$ cat config.mk
export PLATFORM = sky130hd
export DESIGN_NAME = multi_task_heartbeat_watchdog
export DESIGN_NICKNAME = d
export VERILOG_FILES = /design/src/hdl/mthw_pkg.sv /design/src/hdl/multi_task_heartbeat_watchdog.sv /design/src/hdl/mthw_table.sv /design/src/hdl/mthw_step.sv
export SDC_FILE = /design/constraint.sdc
export NUM_CORES = 1
export LEC_CHECK = 0
export BUFFER_PORTS_ARGS = -buffer_cell sky130_fd_sc_hd__clkbuf_2
export CORE_MARGIN = 2
export CORE_UTILIZATION = 55
export CTS_CLUSTER_DIAMETER = 150
export DETAILED_ROUTE_END_ITERATION = 16
export PLACE_DENSITY = 0.71
export REMOVE_ABC_BUFFERS = 1
export SLEW_MARGIN = 5
export SYNTH_ARGS = -nofsm -noshare
export SYNTH_HDL_FRONTEND = slang
export SYNTH_HIERARCHICAL = 1
export SYNTH_SLANG_ARGS = --single-unit
$ cat constraint.sdc
create_clock -name clk_i -period 11.4 [get_ports clk_i]
set_input_delay 0.57 -clock clk_i [delete_from_list [all_inputs] [get_ports clk_i]]
set_output_delay 0.57 -clock clk_i [all_outputs]
set_load 0.01 [all_outputs]
$ cat src/hdl/mthw_pkg.sv
// Shared constants and types of the multi-task heartbeat watchdog.
package mthw_pkg;

  localparam int unsigned MAX_TASKS_DEF = 8;

  localparam logic [1:0] MODE_REGISTER  = 2'd0;
  localparam logic [1:0] MODE_HEARTBEAT = 2'd1;
  localparam logic [1:0] MODE_TICK      = 2'd2;

  typedef enum logic [1:0] {
    ST_IDLE,
    ST_WALK,
    ST_DONE
  } state_e;

  typedef struct packed {
    logic reg_we;
    logic ctr_we;
    logic clr_all;
  } tbl_ctl_t;

  typedef struct packed {
    logic        match;
    logic        restart;
    logic        set_alive;
    logic        clr_alive;
    logic        ctr_we;
    logic [15:0] elapsed;
    logic [7:0]  retries;
  } step_t;

endpackage

$ cat src/hdl/multi_task_heartbeat_watchdog.sv
// Top level of the multi-task heartbeat watchdog: sequencer, task marks and result register.
//
// The block keeps up to MAX_TASKS tasks, each with an id, a timeout in ticks and a
// restart limit. The kind of an item travels in tuser: register, heartbeat or tick.
// Every item produces exactly one result, held in an output register so that the next
// item can be taken while a result waits. A register item or an unused kind passes
// straight from acceptance to the done state. A heartbeat or tick item walks the task
// table one task per cycle through the shared step unit and the single read port of
// the task memories, and stops at a matching or failing task or after the last one.
// The block is not ready while a walk is in progress. No clearing pass is needed after
// reset.
module multi_task_heartbeat_watchdog #(
  parameter int unsigned MAX_TASKS = mthw_pkg::MAX_TASKS_DEF
) (
  input  logic        clk_i,
  input  logic        rst_ni,
  input  logic        s_axis_tvalid_i,
  output logic        s_axis_tready_o,
  // task_id[31:0], timeout_ticks[47:32], restart_limit[55:48]
  input  logic [55:0] s_axis_tdata_i,
  // mode[1:0]
  input  logic [1:0]  s_axis_tuser_i,
  output logic        m_axis_tvalid_o,
  input  logic        m_axis_tready_i,
  // accepted[0], restart_all[1], failing_task[4:2], tasks_held[8:5], zero[15:9]
  output logic [15:0] m_axis_tdata_o
);

  localparam int unsigned IDX_W = (MAX_TASKS > 1) ? $clog2(MAX_TASKS) : 1;
  localparam int unsigned CNT_W = $clog2(MAX_TASKS + 1);

  mthw_pkg::state_e     state_q, state_d;
  logic [IDX_W-1:0]     idx_q, idx_d;
  logic [CNT_W-1:0]     cnt_q, cnt_d;
  logic [MAX_TASKS-1:0] alive_q, alive_d;
  logic [1:0]           mode_q, mode_d;
  logic [31:0]          id_q, id_d;
  logic                 res_acc_q, res_acc_d;
  logic                 res_rst_q, res_rst_d;
  logic [IDX_W-1:0]     res_fail_q, res_fail_d;
  logic                 out_vld_q, out_vld_d;
  logic [15:0]          out_data_q, out_data_d;

  logic                 in_acc;
  logic                 out_free;
  logic                 full;
  logic                 reg_ok;
  logic                 last;
  logic [IDX_W-1:0]     rd_addr;
  logic [IDX_W+2:0]     fail_ext;
  logic [CNT_W+3:0]     held_ext;
  mthw_pkg::tbl_ctl_t   tbl_ctl;
  mthw_pkg::step_t      step;

  logic [31:0] rd_id;
  logic [15:0] rd_tmo;
  logic [7:0]  rd_lim;
  logic [15:0] rd_elapsed;
  logic [7:0]  rd_retries;
  logic        rd_vld;

  assign s_axis_tready_o = (state_q == mthw_pkg::ST_IDLE);
  assign in_acc          = s_axis_tvalid_i && s_axis_tready_o;
  assign out_free        = !out_vld_q || m_axis_tready_i;
  assign full            = (cnt_q == CNT_W'(MAX_TASKS));
  assign reg_ok          = (s_axis_tuser_i == mthw_pkg::MODE_REGISTER) && !full;
  assign last            = (CNT_W'(idx_q) == CNT_W'(cnt_q - 1'b1));
  assign fail_ext        = (IDX_W + 3)'(res_fail_q);
  assign held_ext        = (CNT_W + 4)'(cnt_q);
  assign m_axis_tvalid_o = out_vld_q;
  assign m_axis_tdata_o  = out_data_q;

  mthw_table #(
    .MAX_TASKS(MAX_TASKS)
  ) u_table (
    .clk_i         (clk_i),
    .rst_ni        (rst_ni),
    .ctl_i         (tbl_ctl),
    .reg_addr_i    (cnt_q[IDX_W-1:0]),
    .reg_id_i      (s_axis_tdata_i[31:0]),
    .reg_tmo_i     (s_axis_tdata_i[47:32]),
    .reg_lim_i     (s_axis_tdata_i[55:48]),
    .ctr_addr_i    (idx_q),
    .ctr_elapsed_i (step.elapsed),
    .ctr_retries_i (step.retries),
    .rd_addr_i     (rd_addr),
    .rd_id_o       (rd_id),
    .rd_tmo_o      (rd_tmo),
    .rd_lim_o      (rd_lim),
    .rd_elapsed_o  (rd_elapsed),
    .rd_retries_o  (rd_retries),
    .rd_vld_o      (rd_vld)
  );

  mthw_step u_step (
    .mode_i       (mode_q),
    .task_id_i    (id_q),
    .rd_id_i      (rd_id),
    .rd_tmo_i     (rd_tmo),
    .rd_lim_i     (rd_lim),
    .rd_elapsed_i (rd_elapsed),
    .rd_retries_i (rd_retries),
    .rd_vld_i     (rd_vld),
    .alive_i      (alive_q[idx_q]),
    .step_o       (step)
  );

  always_comb begin
    state_d = state_q;
    unique case (state_q)
      mthw_pkg::ST_IDLE: begin
        if (in_acc) begin
          if ((s_axis_tuser_i == mthw_pkg::MODE_HEARTBEAT ||
               s_axis_tuser_i == mthw_pkg::MODE_TICK) && cnt_q != '0) begin
            state_d = mthw_pkg::ST_WALK;
          end else begin
            state_d = mthw_pkg::ST_DONE;
          end
        end
      end
      mthw_pkg::ST_WALK: begin
        if (step.match || step.restart || last) begin
          state_d = mthw_pkg::ST_DONE;
        end
      end
      mthw_pkg::ST_DONE: begin
        if (out_free) begin
          state_d = mthw_pkg::ST_IDLE;
        end
      end
      default: begin
        state_d = mthw_pkg::ST_IDLE;
      end
    endcase
  end

  always_comb begin
    tbl_ctl = '0;
    rd_addr = '0;
    unique case (state_q)
      mthw_pkg::ST_IDLE: begin
        tbl_ctl.reg_we = in_acc && reg_ok;
      end
      mthw_pkg::ST_WALK: begin
        rd_addr         = IDX_W'(idx_q + 1'b1);
        tbl_ctl.ctr_we  = step.ctr_we;
        tbl_ctl.clr_all = step.restart;
      end
      mthw_pkg::ST_DONE: begin
        tbl_ctl = '0;
      end
      default: begin
        tbl_ctl = '0;
      end
    endcase
  end

  always_comb begin
    idx_d      = idx_q;
    cnt_d      = cnt_q;
    alive_d    = alive_q;
    mode_d     = mode_q;
    id_d       = id_q;
    res_acc_d  = res_acc_q;
    res_rst_d  = res_rst_q;
    res_fail_d = res_fail_q;
    out_vld_d  = out_vld_q && !m_axis_tready_i;
    out_data_d = out_data_q;
    unique case (state_q)
      mthw_pkg::ST_IDLE: begin
        if (in_acc) begin
          mode_d     = s_axis_tuser_i;
          id_d       = s_axis_tdata_i[31:0];
          idx_d      = '0;
          res_acc_d  = reg_ok;
          res_rst_d  = 1'b0;
          res_fail_d = '0;
          if (reg_ok) begin
            cnt_d                     = CNT_W'(cnt_q + 1'b1);
            alive_d[cnt_q[IDX_W-1:0]] = 1'b0;
          end
        end
      end
      mthw_pkg::ST_WALK: begin
        idx_d = IDX_W'(idx_q + 1'b1);
        if (step.set_alive) begin
          alive_d[idx_q] = 1'b1;
          res_acc_d      = 1'b1;
        end
        if (step.clr_alive) begin
          alive_d[idx_q] = 1'b0;
        end
        if (step.restart) begin
          alive_d    = '0;
          res_rst_d  = 1'b1;
          res_fail_d = idx_q;
        end
      end
      mthw_pkg::ST_DONE: begin
        if (out_free) begin
          out_vld_d  = 1'b1;
          out_data_d = {7'd0, held_ext[3:0], fail_ext[2:0], res_rst_q, res_acc_q};
        end
      end
      default: begin
        out_vld_d = out_vld_q;
      end
    endcase
  end

  always_ff @(posedge clk_i or negedge rst_ni) begin
    if (!rst_ni) begin
      state_q   <= mthw_pkg::ST_IDLE;
      idx_q     <= '0;
      cnt_q     <= '0;
      alive_q   <= '0;
      out_vld_q <= 1'b0;
    end else begin
      state_q   <= state_d;
      idx_q     <= idx_d;
      cnt_q     <= cnt_d;
      alive_q   <= alive_d;
      out_vld_q <= out_vld_d;
    end
  end

  always_ff @(posedge clk_i) begin
    mode_q     <= mode_d;
    id_q       <= id_d;
    res_acc_q  <= res_acc_d;
    res_rst_q  <= res_rst_d;
    res_fail_q <= res_fail_d;
    out_data_q <= out_data_d;
  end

`ifndef SYNTH
  a_cnt_bounded: assert property (@(posedge clk_i) disable iff (!rst_ni)
    cnt_q <= CNT_W'(MAX_TASKS))
    else $error("task count exceeds the table depth");

  a_restart_on_tick: assert property (@(posedge clk_i) disable iff (!rst_ni)
    (state_q == mthw_pkg::ST_WALK && step.restart) |-> (mode_q == mthw_pkg::MODE_TICK))
    else $error("restart raised outside a tick walk");

  a_restart_clears: assert property (@(posedge clk_i) disable iff (!rst_ni)
    (state_q == mthw_pkg::ST_WALK && step.restart) |=>
      (alive_q == '0 && state_q == mthw_pkg::ST_DONE && res_rst_q))
    else $error("restart did not clear the marks and end the walk");

  a_result_from_done: assert property (@(posedge clk_i) disable iff (!rst_ni)
    $rose(m_axis_tvalid_o) |-> $past(state_q == mthw_pkg::ST_DONE))
    else $error("result presented without a finished item");
`endif

endmodule

$ cat src/hdl/mthw_table.sv
// Task tables and per-task counter memory with a single registered read port.
module mthw_table #(
  parameter int unsigned MAX_TASKS = mthw_pkg::MAX_TASKS_DEF,
  localparam int unsigned IDX_W = (MAX_TASKS > 1) ? $clog2(MAX_TASKS) : 1
) (
  input  logic                 clk_i,
  input  logic                 rst_ni,
  input  mthw_pkg::tbl_ctl_t   ctl_i,
  input  logic [IDX_W-1:0]     reg_addr_i,
  input  logic [31:0]          reg_id_i,
  input  logic [15:0]          reg_tmo_i,
  input  logic [7:0]           reg_lim_i,
  input  logic [IDX_W-1:0]     ctr_addr_i,
  input  logic [15:0]          ctr_elapsed_i,
  input  logic [7:0]           ctr_retries_i,
  input  logic [IDX_W-1:0]     rd_addr_i,
  output logic [31:0]          rd_id_o,
  output logic [15:0]          rd_tmo_o,
  output logic [7:0]           rd_lim_o,
  output logic [15:0]          rd_elapsed_o,
  output logic [7:0]           rd_retries_o,
  output logic                 rd_vld_o
);

  logic [31:0]          id_mem  [MAX_TASKS];
  logic [23:0]          cfg_mem [MAX_TASKS];
  logic [23:0]          ctr_mem [MAX_TASKS];
  logic [MAX_TASKS-1:0] vld_q;
  logic [MAX_TASKS-1:0] vld_d;

  always_ff @(posedge clk_i) begin
    if (ctl_i.reg_we) begin
      id_mem[reg_addr_i]  <= reg_id_i;
      cfg_mem[reg_addr_i] <= {reg_lim_i, reg_tmo_i};
    end
    if (ctl_i.ctr_we) begin
      ctr_mem[ctr_addr_i] <= {ctr_retries_i, ctr_elapsed_i};
    end
    rd_id_o                      <= id_mem[rd_addr_i];
    {rd_lim_o, rd_tmo_o}         <= cfg_mem[rd_addr_i];
    {rd_retries_o, rd_elapsed_o} <= ctr_mem[rd_addr_i];
  end

  always_comb begin
    vld_d = vld_q;
    if (ctl_i.clr_all) begin
      vld_d = '0;
    end else begin
      if (ctl_i.ctr_we) begin
        vld_d[ctr_addr_i] = 1'b1;
      end
      if (ctl_i.reg_we) begin
        vld_d[reg_addr_i] = 1'b0;
      end
    end
  end

  always_ff @(posedge clk_i or negedge rst_ni) begin
    if (!rst_ni) begin
      vld_q    <= '0;
      rd_vld_o <= 1'b0;
    end else begin
      vld_q    <= vld_d;
      rd_vld_o <= vld_q[rd_addr_i];
    end
  end

endmodule

$ cat src/hdl/mthw_step.sv
// Shared evaluation unit that visits one task of the table per cycle.
module mthw_step (
  input  logic [1:0]      mode_i,
  input  logic [31:0]     task_id_i,
  input  logic [31:0]     rd_id_i,
  input  logic [15:0]     rd_tmo_i,
  input  logic [7:0]      rd_lim_i,
  input  logic [15:0]     rd_elapsed_i,
  input  logic [7:0]      rd_retries_i,
  input  logic            rd_vld_i,
  input  logic            alive_i,
  output mthw_pkg::step_t step_o
);

  logic [15:0] elapsed;
  logic [7:0]  retries;
  logic [16:0] cnt_inc;
  logic [8:0]  rt_inc;

  assign elapsed = rd_vld_i ? rd_elapsed_i : 16'd0;
  assign retries = rd_vld_i ? rd_retries_i : 8'd0;
  assign cnt_inc = {1'b0, elapsed} + 17'd1;
  assign rt_inc  = {1'b0, retries} + 9'd1;

  always_comb begin
    step_o = '0;
    case (mode_i)
      mthw_pkg::MODE_HEARTBEAT: begin
        step_o.match     = (rd_id_i == task_id_i);
        step_o.set_alive = (rd_id_i == task_id_i);
      end
      mthw_pkg::MODE_TICK: begin
        if (alive_i) begin
          step_o.clr_alive = 1'b1;
          step_o.ctr_we    = 1'b1;
        end else if (cnt_inc >= {1'b0, rd_tmo_i}) begin
          if (rt_inc >= {1'b0, rd_lim_i}) begin
            step_o.restart = 1'b1;
          end else begin
            step_o.ctr_we  = 1'b1;
            step_o.retries = rt_inc[8] ? 8'hFF : rt_inc[7:0];
          end
        end else begin
          step_o.ctr_we  = 1'b1;
          step_o.elapsed = cnt_inc[15:0];
          step_o.retries = retries;
        end
      end
      default: begin
        step_o = '0;
      end
    endcase
  end

endmodule

# Word level (Yosys, flattened, before mapping)

Memory sizes are Yosys's and may differ from the RTL's. A register that Yosys moved wholly into a read port is not among the register bits.
Cells that the tools add are included.

Bitwise operators: 7
Multiplexer cells: 60
$add $sub $neg: 5
Reduce and logical (&&, ||, !) cells: 28
$lt $le $gt $ge: 7
Equal/unequal tests: 15

Operators by type and width:

| cell                                                                   | count |
|---|---|
| 8-bit 2-to-1 mux                                                       | 14 |
| 32-bit equality test                                                   | 1 |
| 16-bit 2-to-1 mux                                                      | 2 |
| 26-bit 2-to-1 mux                                                      | 1 |
| 8-bit bitwise AND                                                      | 3 |
| 24-bit 2-to-1 mux                                                      | 1 |
| 1-bit 2-to-1 mux                                                       | 23 |
| 16-bit by 1-bit adder with 17-bit output (second input constant)       | 1 |
| 17-bit by 16-bit >= comparator with 1-bit output                       | 1 |
| 8-bit inverter                                                         | 2 |
| 8-bit OR                                                               | 2 |
| 8-bit case mux with 2 select lines                                     | 1 |
| 3-bit AND reduction                                                    | 5 |
| 3-bit by 4-bit < comparator with 1-bit output (second input constant)  | 3 |
| 3-bit case mux with 2 select lines                                     | 2 |
| 2-bit 2-to-1 mux                                                       | 5 |
| 8-bit by 1-bit adder with 9-bit output (second input constant)         | 1 |
| 9-bit by 8-bit >= comparator with 1-bit output                         | 1 |
| 3-bit 2-to-1 mux                                                       | 3 |
| 2-bit != test (second input constant)                                  | 4 |
| 1-bit logical AND                                                      | 7 |
| 1-bit binary-select mux with 3-bit select                              | 2 |
| 1-bit demux with 3-bit select                                          | 2 |
| 2-bit by 1-bit equality test with 1-bit output (second input constant) | 3 |
| other kinds (17)                                                       | 32 |

Input bits: 62
Memories kept: 3
Register bits: 75
RAM bits: 640

Memory list:

| memory          | depth | bits a word | read ports | clocked after memory_dff | wr ports | RTL line         | source |
|---|---|---|---|---|---|---|---|
| u_table.id_mem  | 8     | 32          | 1          | 1                        | 1        | mthw_table.sv:25 | `logic [31:0] id_mem [MAX_TASKS];` |
| u_table.cfg_mem | 8     | 24          | 1          | 1                        | 1        | mthw_table.sv:26 | `logic [23:0] cfg_mem [MAX_TASKS];` |
| u_table.ctr_mem | 8     | 24          | 1          | 1                        | 1        | mthw_table.sv:27 | `logic [23:0] ctr_mem [MAX_TASKS];` |

# Logic depth before layout (Yosys ltp)

Gate-level depths: netlist of run 1.

Depth after elaboration: 13
Mapped depth: 19

# Hierarchy

The synthesis of run 1 kept the hierarchy.

By module, submodules not included:

| module                        | area an instance (µm²) | times used | cells an instance |
|---|---|---|---|
| mthw_table                    | 26568.0                | 1          | 1059 |
| multi_task_heartbeat_watchdog | 2793.9                 | 1          | 213 |
| mthw_step                     | 1831.8                 | 1          | 274 |

# Least setup slack after synthesis of run 1

No wires, ideal clock.

Kind: input -> register
From: in s_axis_tvalid_i
To: mem u_table.cfg_mem[0][0], enable pin
Library setup time: 0.632 ns
Path buffers: 0
Setup slack: 2.094 ns
Arrival: 8.674 ns
Required time: 10.768 ns
Cell stages on the path: 4
Path through: nor3b_2 nand3_1 inv_1 nor4b_1

RTL lines:

| what            | RTL line                            | source |
|---|---|---|
| start, declared | multi_task_heartbeat_watchdog.sv:17 | `input logic s_axis_tvalid_i,` |
| end, declared   | mthw_table.sv:26                    |  |

==> metrics.yaml, run 1 <==
outcome: "complete, no violations"
worstSetupEndpoint: "u_table/ctr_mem[0][2]"
period_share_pct: 47.9
syn-instance-count: 1546
syn_avg_cell_area_sq_um: 20.2
rows: 87
crit_type: "flip-flop to flip-flop"
clock_sinks: 795
synth_top_area_share_pct: 66.2
switching_share_pct: 26.8
worstReg2RegStart: "u_table/rd_vld_o"
crit_path_start: "u_table/rd_vld_o"
yosys_warnings: 6
leakage_nw: 11.6
post_cts_buffers: 0
nets: 1747
synth_common_cells: "edfxtp_1, mux4_2, dfxtp_1"
finalClockSkew_ns: 0.0122
fin_area_sq_um: 34800
worstPathRequired_ns: 11.62
place_area_sq_um: 32300
ant_nets: 0
crit_fanout: 24
cts-buffers-inserted: 78
fin_cells: 2474
min_path_type: "input port to async pin"
synthTopCellsByArea: "edfxtp_1, mux4_2, dfxtp_1"
ctsRootBufferMaster: "clkbuf_16"
power_frac_clock_pct: 31.5
async_reset_ff_share_pct: 3.40
cts_hold_buf: 0
power_density_nw_per_um2: 223
slew_viol_final: 0
grt_usage_pct: 20.1
drt_wl_total_mm: 57.6
pre_cts_ws_ns: 6.00
first_iter_violations: 1244
worst_skew_pair.late_latency_ns: 0.61
grt_pass1_vias: 15100
power_frac_comb_pct: 21.0
place_inst: 2330
critPathMostFrequentCell: "and2_1"
regToRegSetupSlack_ns: 5.93
setup_viol: 0
route.detailed.wl_per_inst_um: 23.3
slew_headroom_pct: 22.3
port_buffers: 72
drc: 0
drive_above_1_share_pct: 26.3
hpwl_mm: 30.8
cp_cell_sequence: "and2_1 > ha_1 > and2_1 > nand4_1 > xor2_1 > nor2_1 > ha_1 > nand4_2 > nor3_1 > a21oi_1 > nand4_1 > nor2_1 > o31a_1 > and2_1 > or4b_1 > inv_1"
ys_types: 71
power_w: 0.00774
synthFlopType: "edfxtp_1"
ir_drop_mv: 0.158
holdWs_ns: 0.00958
die_h_um: 242
grt_max_degree: 163
syn_to_final_growth_pct: 11.4
gp_congestion: 0.839
period_minus_slack_ns: 5.47
setup_slack_ns: 5.93
yosysTopAreaCell: "edfxtp_1"
max_freq_mhz: 183
synth_area_sq_um: 31200
hold_viol: 0
maxCapViolCount: 0
grt_overflow: 0
cpPeakStageDelay_ns: 0.79
start_util_pct: 55.4
yosysMostFrequentCell: "edfxtp_1"
tightest_slew_ns: 1.16
p_switching_w: 0.00208
ys_ff_latch: 795
clk_pin_slew_ns: 0.06
end_kind: "flip-flop"
arrival_ns: 5.69
first_pass_iters: 5
dieArea_sq_um: 58600
grt_pass1_wl_mm: 89.6
pwr-share-seq_pct: 47.5
cts_tree: "yes"
grt_setup_unrepaired: "false"
synth_edf_count: 688
rr_worst_depth: 16
cts_max_path_buffers: 3
coreArea_sq_um: 56300
r2r-end: "u_table/ctr_mem[0][2]"
antenna_found_initial: 6
num_io_pins: 80
synth_seq_area_share_pct: 73.5
num_vias: 14600
die-width_um: 242
htreeDepth: 3
cp-start-kind: "flip-flop"
cts-resized-gates: 0
p_int_w: 0.00566
via_per_inst: 5.88
crit_path_top_delay_cell: "inv_1"
-- area by class of cell --
cell class / instances / area [sq um]
multi-input combinational: 635 / 7690
tap: 756 / 946
antenna: 1 / 2.50
clock buffer: 108 / 2140
fill: 3893 / 21500
inverter: 51 / 191
timing repair buffer: 93 / 543
clock inverter: 35 / 298
sequential: 795 / 22900
-- worst min-delay path by stage --
| stage | startpoint | slack (ns) | depth (start not counted) | endpoint |
|---|---|---|---|---|
| after floorplan | rst_ni | 0.27 | 0 | alive_q[0] |
| after CTS | rst_ni | 0.002 | 1 | cnt_q[2] |
| after global routing | rst_ni | 0.06 | 1 | alive_q[0] |
| final | rst_ni | 0.01 | 1 | cnt_q[2] |
| after detailed placement | res_acc_q | 0.40 | 0 | m_axis_tdata_o[0] |
| after global placement | res_fail_q[0] | 0.41 | 0 | m_axis_tdata_o[2] |
-- critical path, delay by kind of cell (launching register included) --
kind / cells / cell delay [ns]
buf+inv: 1 / 0.79
fa+ha+maj: 2 / 0.59
xor+xnor: 1 / 0.20
flops: 1 / 0.72
compound gates: 2 / 0.36
simple gates: 10 / 2.38
-- metrics by stage --
| stage | TNS (ns) | util (%) |
|---|---|---|
| floorplan | -206.30 | - |
| global placement | 0 | 57.4 |
| detailed placement | 0 | 57.4 |
| CTS | 0 | 61.8 |
| global route | 0 | 61.8 |
| finish | 0 | 61.8 |
-- metal layers --
metal,up-vias,part of all wire [%],track usage (%),wire [um]
met2,414,50,33.2,28900
met1,7609,42,27.6,24200
met3,87,5.9,4.08,3410
met5,-,0.13,0,73
li1,6438,-,-,-
met4,10,1.7,5.34,974
-- registers in the layout (all words and copies together), names as in the netlist, 3 cells and up --
| register | count |
|---|---|
| alive_q | 8 |
| u_table/rd_lim_o | 8 |
| idx_q | 3 |
| id_q | 32 |
| u_table/rd_retries_o | 8 |
| cnt_q | 4 |
| res_fail_q | 3 |
| u_table/rd_elapsed_o | 16 |
| u_table/cfg_mem | 192 |
| u_table/id_mem | 256 |
| u_table/rd_id_o | 32 |
| u_table/rd_tmo_o | 16 |
| u_table/vld_q | 8 |
| m_axis_tdata_o | 9 |
| u_table/ctr_mem | 192 |
-- logic make-up (layout without fill, tap and decap cells) --
group | after synthesis | after routing | synth area share, %
muxes | 243 | 243 | 15.7
xor gates and xnor gates | 58 | 58 | 1.63
AOI/OAI and AO/OA | 92 | 92 | 2.00
other | 1 | 8 | 0.0120
DFF | 795 | 795 | 73.5
adders and majority gates | 31 | 31 | 1.24
buffers and inverters | 122 | 287 | 2.18
and+or+nand+nor | 204 | 204 | 3.71
-- power by group through the flow --
stage          Combinational (W)  Sequential, W  Clock (W)
5_1_grt                  0.00178        0.00371    0.00260
4_1_cts                  0.00165        0.00367    0.00249
3_5_place_dp             0.00164        0.00373          0
2_1_floorplan            0.00145        0.00367          0
3_3_place_gp             0.00160        0.00372          0
6_report                 0.00162        0.00368    0.00244
-- cell usage in the layout, fill, tap and decap left out, types with 19 or more instances in the layout --
cell type,synthesis,layout
dfrtp_1,27,27
edfxtp_1,688,688
ha_1,31,31
clkbuf_1,22,22
dfxtp_1,80,80
mux2_4,79,79
clkbuf_2,0,72
xnor2_1,32,32
nand2_1,40,40
a21oi_1,21,20
nand4_1,21,21
nor2_1,28,26
buf_4,8,19
inv_1,50,50
clkbuf_16,0,78
nand3_1,20,20
nor3_1,23,23
xor2_1,26,26
mux4_2,152,152
No activity file was read; power rests on OpenSTA's default activity.
==> inputs of run 2 (changes only) <==
Clock period 11.4 ns to 5.45 ns, I/O delays scaled along.
==> run 2 against run 1 <==
Against the previous run: hold slack improved by 0.22 ns; register-to-register slack got worse by 5.4 ns; sequential share of layout area is 1.7 points lower; maximum frequency increased by 12%; non-clock buffer count up 68; final cell count increased by 2.8%; final area increased by 2.7%; combinational power is 110% higher; die area unchanged; core utilization is 1.7 points higher; setup slack got worse by 5.4 ns.
==> metrics.yaml, run 2 (synthesized netlist as in run 1, its figures left out) <==
rr_worst_depth: 17  # was 16
pwr-share-seq_pct: 46.0  # was 47.5%
worst_skew_pair.late_latency_ns: 0.63  # was 0.61 ns
period_minus_slack_ns: 4.88  # was 5.47 ns
grt_pass1_vias: 15700  # was 15,100
cp-start-kind: "flip-flop"  # unchanged
first_iter_violations: 1230  # was 1,244
fin_area_sq_um: 35700  # was 34,800 sq um
power_frac_clock_pct: 33.3  # was 31.5%
p_switching_w: 0.00445  # was 0.00208 W
critPathMostFrequentCell: "and2_1"  # unchanged
worstReg2RegStart: "u_table/rd_vld_o"  # unchanged
drive_above_1_share_pct: 26.6  # was 26.3%
route.detailed.wl_per_inst_um: 23.0  # was 23.3 um
period_share_pct: 89.5  # was 47.9%
place_inst: 2337  # was 2,330
setup_viol: 0  # unchanged
grt_max_degree: 102  # was 163
num_vias: 14900  # was 14,600
layout_common_cells: "edfxtp_1, mux4_2, dfxtp_1, clkbuf_16, mux2_4"  # was edfxtp_1, mux4_2, dfxtp_1, mux2_4, clkbuf_16
place_area_sq_um: 32400  # was 32,300 sq um
end_kind: "flip-flop"  # unchanged
hold_viol: 0  # unchanged
final_common_cell: "edfxtp_1"  # unchanged
largest_reg_flops: 256  # unchanged
start_util_pct: 55.4  # unchanged
power_w: 0.0167  # was 0.00774 W
pre_cts_ws_ns: 0.696  # was 6.00 ns
syn_to_final_growth_pct: 14.4  # was 11.4%
finalClockSkew_ns: 0.0343  # was 0.0122 ns
grt_overflow: 0  # unchanged
via_per_inst: 5.84  # was 5.88
fillers: 3838  # was 3,893
setup_slack_ns: 0.572  # was 5.93 ns
seqCellArea_sq_um: 22900  # unchanged
drc: 0  # unchanged
antenna_found_initial: 2  # was 6
max_freq_mhz: 205  # was 183 MHz
switching_share_pct: 26.6  # was 26.8%
grt_usage_pct: 20.5  # was 20.1%
slew_headroom_pct: 23.5  # was 22.3%
leakage_nw: 12.0  # was 11.6 nW
htreeDepth: 3  # unchanged
cts-buffers-inserted: 79  # was 78
crit_type: "flip-flop to flip-flop"  # unchanged
port_buffers: 72  # unchanged
tightest_slew_ns: 1.14  # was 1.16 ns
drt_wl_total_mm: 58.6  # was 57.6 mm
rows: 87  # unchanged
grt_setup_unrepaired: "false"  # unchanged
die_h_um: 242  # unchanged
p_int_w: 0.0123  # was 0.00566 W
cp_cell_sequence: "and2_1 > ha_1 > and2_1 > nand4_1 > xor2_1 > nor2_1 > ha_1 > nand4_2 > nor3_1 > a21oi_1 > nand4_1 > nor2_1 > o31a_1 > and2_1 > or4b_1 > inv_1 > buf_4"  # was and2_1 > ha_1 > and2_1 > nand4_1 > xor2_1 > nor2_1 > ha_1 > nand4_2 > nor3_1 > a21oi_1 > nand4_1 > nor2_1 > o31a_1 > and2_1 > or4b_1 > inv_1
crit_fanout: 24  # unchanged
ant_nets: 0  # unchanged
cts-resized-gates: 0  # unchanged
clk_pin_slew_ns: 0.06  # about the same
dieArea_sq_um: 58600  # unchanged
slew_viol_final: 0  # unchanged
ctsRootBufferMaster: "clkbuf_16"  # unchanged
fin_cells: 2544  # was 2,474
first_pass_iters: 5  # unchanged
crit_path_start: "u_table/rd_vld_o"  # unchanged
power_density_nw_per_um2: 468  # was 223 nW/um^2
num_io_pins: 80  # unchanged
outcome: "complete, no violations"  # unchanged
cts_tree: "yes"  # unchanged
antenna_cells: 0  # was 1
cpPeakStageDelay_ns: 0.52  # was 0.79 ns
hpwl_mm: 31.4  # was 30.8 mm
clock_sinks: 795  # unchanged
min_path_type: "input port to async pin"  # unchanged
largest-register: "u_table/id_mem"  # unchanged
largest_registers: "u_table/id_mem (256), u_table/cfg_mem (192), u_table/ctr_mem (192)"  # unchanged
gp_congestion: 0.860  # was 0.839
grt_pass1_wl_mm: 91.9  # was 89.6 mm
nets: 1816  # was 1,747
multiInputGateArea_sq_um: 7690  # unchanged
worstPathRequired_ns: 5.71  # was 11.62 ns
power_frac_comb_pct: 20.7  # was 21.0%
coreArea_sq_um: 56300  # unchanged
crit_path_top_delay_cell: "or4b_1"  # was inv_1
post_cts_buffers: 0  # unchanged
maxCapViolCount: 0  # unchanged
arrival_ns: 5.14  # was 5.69 ns
ir_drop_mv: 0.471  # was 0.158 mV
die-width_um: 242  # unchanged
cts_max_path_buffers: 3  # unchanged
run 2: changes by cell type in the layout (fill, tap and decap cells not counted), sizes merged, moves of 2 or more:
cell         previous run  this run
dlygate4sd3             0        61
buf                    21        28
bufinv                  3        10
clkbuf                180       176
clkinvlp                2         4
run 2: area by class of cell:
type | count | area share, %
Clock buffer | 104 | 6.03
Clock inverter | 42 | 1.57
Inverter | 51 | 0.536
Multi-Input combinational cell | 635 | 21.6
Sequential cell | 795 | 64.3
Tap cell | 756 | 2.65
Timing Repair Buffer | 161 | 3.41
run 2: worst paths after layout:
path                                    endpoint  slack (ns)
max reg2reg                u_table/ctr_mem[0][7]        0.57
max                        u_table/ctr_mem[0][7]        0.57
max in group asynchronous       u_table/rd_vld_o        4.73
min reg2reg                    m_axis_tdata_o[2]        0.42
min in group clk_i                     mode_q[0]        0.38
min                                     cnt_q[3]        0.23
run 2: power groups by stage:
stage | Sequential (W) | Combinational (W) | Clock, W
after global placement | 0.00778 | 0.00337 | 0
final | 0.00769 | 0.00347 | 0.00556
after floorplan | 0.00763 | 0.00273 | 0
after detailed placement | 0.00780 | 0.00344 | 0
after global routing | 0.00774 | 0.00379 | 0.00592
after CTS | 0.00768 | 0.00350 | 0.00567
run 2: stage by stage:
stage                     setup TNS, ns  hold WS, ns  util, %
after CTS                             0        0.219     63.4
after global placement                0        0.368     57.5
after detailed placement              0        0.366     57.5
after global routing                  0        0.278     63.4
final                                 0        0.226     63.4
after floorplan                -1475.91      -0.0231        -
run 2: layer usage:
metal | track usage (%) | part of all wire (%)
met5 | 0 | 0.051
met4 | 5.27 | 1.9
met3 | 4.18 | 5.2
met2 | 34.3 | 51
met1 | 28.0 | 42
run 2: worst max-delay path, delay by kind of cell, from the launching register on:
kind / cells / cell delay [ns]
XOR/XNOR: 1 / 0.22
flip-flops: 1 / 0.48
adder cells (fa/ha/maj): 2 / 0.60
AND/OR/NAND/NOR: 10 / 2.40
buffers and inverters: 2 / 0.43
AO/OA/AOI/OAI: 2 / 0.38
run 2: repair_timing:
action | in CTS | in global routing
endpoints found under the setup margin | 0 | 0
endpoints found under the hold margin | 511 | 0
hold buffers | 61 | 0
==> inputs of run 3 (changes only) <==
Clock period 5.45 ns to 4.6 ns, I/O delays scaled along.
==> run 3 against run 2 <==
Against the previous run: global-route usage rose by 0.33 points; routed wire length up 2.6%; critical path depth decreased by 4; clock skew barely moved; hold slack lost 0.010 ns; final cell count up 0.90%; core utilization rose by 0.44 points; register-to-register slack worse by 0.21 ns; sequential share of layout area fell by 0.44 points; critical path type unchanged; critical endpoint is now u_table/ctr_mem[6][6]; largest power group unchanged.
==> metrics.yaml, run 3 (synthesized netlist as in run 1, its figures left out) <==
outcome: "complete, no violations"  # unchanged
period_share_pct: 92.2  # was 89.5%
gp_congestion: 0.868  # was 0.860
num_vias: 14900  # about the same
grt_max_degree: 58  # was 102
num_io_pins: 80  # unchanged
tightest_slew_ns: 0.849  # was 1.14 ns
die-width_um: 242  # unchanged
coreArea_sq_um: 56300  # unchanged
finalSetupTns_ns: 0  # unchanged
post_cts_buffers: 0  # unchanged
dieArea_sq_um: 58600  # unchanged
largest_registers: "u_table/id_mem (256), u_table/cfg_mem (192), u_table/ctr_mem (192)"  # unchanged
arrival_ns: 4.52  # was 5.14 ns
grt_usage_pct: 20.9  # was 20.5%
htreeDepth: 3  # unchanged
max_freq_mhz: 236  # was 205 MHz
first_iter_violations: 1215  # was 1,230
crit_fanout: 19  # was 24
via_per_inst: 5.80  # was 5.84
largest-register: "u_table/id_mem"  # unchanged
first_pass_iters: 5  # unchanged
rows: 87  # unchanged
antenna_found_initial: 3  # was 2
cts_tree: "yes"  # unchanged
power_w: 0.0198  # was 0.0167 W
cpPeakStageDelay_ns: 0.76  # was 0.52 ns
ant_nets: 0  # unchanged
p_switching_w: 0.00526  # was 0.00445 W
clock_sinks: 795  # unchanged
grt_pass1_wl_mm: 92.6  # was 91.9 mm
switching_share_pct: 26.5  # was 26.6%
syn_to_final_growth_pct: 15.2  # was 14.4%
ir_drop_mv: 0.364  # was 0.471 mV
crit_buf_inv: 1  # was 2
grt_setup_unrepaired: "false"  # unchanged
regToRegSetupSlack_ns: 0.36  # was 0.57 ns
die_h_um: 242  # unchanged
finalClockSkew_ns: 0.0347  # was 0.0343 ns
drive_above_1_share_pct: 27.3  # was 26.6%
cp_cell_sequence: "buf_4 > nand4_1 > nor2_1 > nand3_1 > xor2_1 > nor2_1 > ha_1 > nand4_2 > nor3_1 > a21oi_1 > and4_1 > nand3_1 > nor3_1"  # was and2_1 > ha_1 > and2_1 > nand4_1 > xor2_1 > nor2_1 > ha_1 > nand4_2 > nor3_1 > a21oi_1 > nand4_1 > nor2_1 > o31a_1 > and2_1 > or4b_1 > inv_1 > buf_4
power_frac_clock_pct: 32.7  # was 33.3%
port_buffers: 72  # unchanged
worst_skew_pair.late_latency_ns: 0.62  # was 0.63 ns
drt_wl_total_mm: 60.1  # was 58.6 mm
critPathTopFamily: "simple AND/OR/NAND/NOR gates"  # unchanged
worstPathRequired_ns: 4.88  # was 5.71 ns
cp-start-kind: "flip-flop"  # unchanged
ctsRootBufferMaster: "clkbuf_16"  # unchanged
power_density_nw_per_um2: 552  # was 468 nW/um^2
clk_pin_slew_ns: 0.06  # about the same
leakage_nw: 12.2  # was 12.0 nW
grt_pass1_vias: 15500  # was 15,700
cts-buffers-inserted: 79  # unchanged
route.detailed.wl_per_inst_um: 23.4  # was 23.0 um
cts_max_path_buffers: 3  # unchanged
power_frac_comb_pct: 21.5  # was 20.7%
largest_reg_flops: 256  # unchanged
slew_headroom_pct: 43.4  # was 23.5%
hpwl_mm: 33.6  # was 31.4 mm
end_kind: "flip-flop"  # unchanged
hold_viol: 0  # unchanged
min_path_type: "input port to async pin"  # unchanged
period_minus_slack_ns: 4.24  # was 4.88 ns
setup_viol: 0  # unchanged
slew_viol_final: 0  # unchanged
grt_overflow: 0  # unchanged
drc: 0  # unchanged
nets: 1839  # was 1,816
final_common_cell: "edfxtp_1"  # unchanged
crit_type: "flip-flop to flip-flop"  # unchanged
layout_common_cells: "edfxtp_1, mux4_2, clkbuf_16, dfxtp_1, mux2_4"  # was edfxtp_1, mux4_2, dfxtp_1, clkbuf_16, mux2_4
maxCapViolCount: 0  # unchanged
start_util_pct: 55.4  # unchanged
crit_path_top_delay_cell: "nor3_1"  # was or4b_1
pwr-share-seq_pct: 45.8  # was 46.0%
p_int_w: 0.0146  # was 0.0123 W
run 3: layout make-up:
type                            instances  area (sq um)
Antenna cell                            2          5.00
Tap cell                              756           946
Clock buffer                          110          2200
Timing Repair Buffer                  184          1530
Inverter                               51           191
Sequential cell                       795         22900
Fill cell                            3781         20300
Clock inverter                         34           434
Multi-Input combinational cell        635          7690
run 3: worst reg2reg max path, cell delays in order (launching register included):
cell and delay [ns]:
dfrtp_1 0.35, buf_4 0.23, nand4_1 0.15, nor2_1 0.34, nand3_1 0.17, xor2_1 0.26, nor2_1 0.07, ha_1 0.33
nand4_2 0.13, nor3_1 0.07, a21oi_1 0.18, and4_1 0.40, nand3_1 0.45, nor3_1 0.77
run 3: worst paths after layout:
| check | start | to | cells past startpoint |
|---|---|---|---|
| max | u_table/rd_vld_o | u_table/ctr_mem[6][6] | 13 |
| min | rst_ni | cnt_q[2] | 2 |
| max reg2reg | u_table/rd_vld_o | u_table/ctr_mem[6][6] | 13 |
| min reg2reg | res_fail_q[1] | m_axis_tdata_o[3] | 0 |
| max in group asynchronous | rst_ni | u_table/vld_q[4] | 2 |
| min in group clk_i | s_axis_tuser_i[0] | mode_q[0] | 2 |
run 3: routing by layer:
layer | vias up | GRT usage [%] | part of all wire (%)
li1 | 6620 | - | -
met1 | 7794 | 29.0 | 43
met2 | 384 | 34.3 | 50
met3 | 84 | 4.03 | 5.4
met4 | 0 | 5.76 | 1.8
met5 | - | 0 | 0
run 3: power by group through the flow:
stage | registers [W] | clock network (W) | logic (W)
2_1_floorplan | 0.00902 | 0 | 0.00303
3_3_place_gp | 0.00920 | 0 | 0.00415
3_5_place_dp | 0.00922 | 0 | 0.00423
4_1_cts | 0.00908 | 0.00663 | 0.00431
5_1_grt | 0.00915 | 0.00690 | 0.00466
6_report | 0.00908 | 0.00649 | 0.00427
run 3: repair_timing:
item	4_1_cts	5_1_grt
endpoints found under the hold margin	511	0
resized for setup	0	2
endpoints found under the setup margin	0	24
hold buffers	61	0
run 3: per-stage QoR:
| step | hold slack (ns) | instance area (sq um) | worst slack [ns] | util, % | std cells |
|---|---|---|---|---|---|
| after floorplan | -0.0656 | 30700 | -9.91 | - | 1481 |
| after global placement | 0.328 | 32700 | 0.376 | 58.1 | 2360 |
| after detailed placement | 0.340 | 32700 | 0.284 | 58.1 | 2360 |
| after CTS | 0.213 | 35900 | 0.238 | 63.9 | 2565 |
| after global routing | 0.260 | 35900 | 0.00367 | 63.9 | 2567 |
| final | 0.216 | 35900 | 0.358 | 63.9 | 2567 |
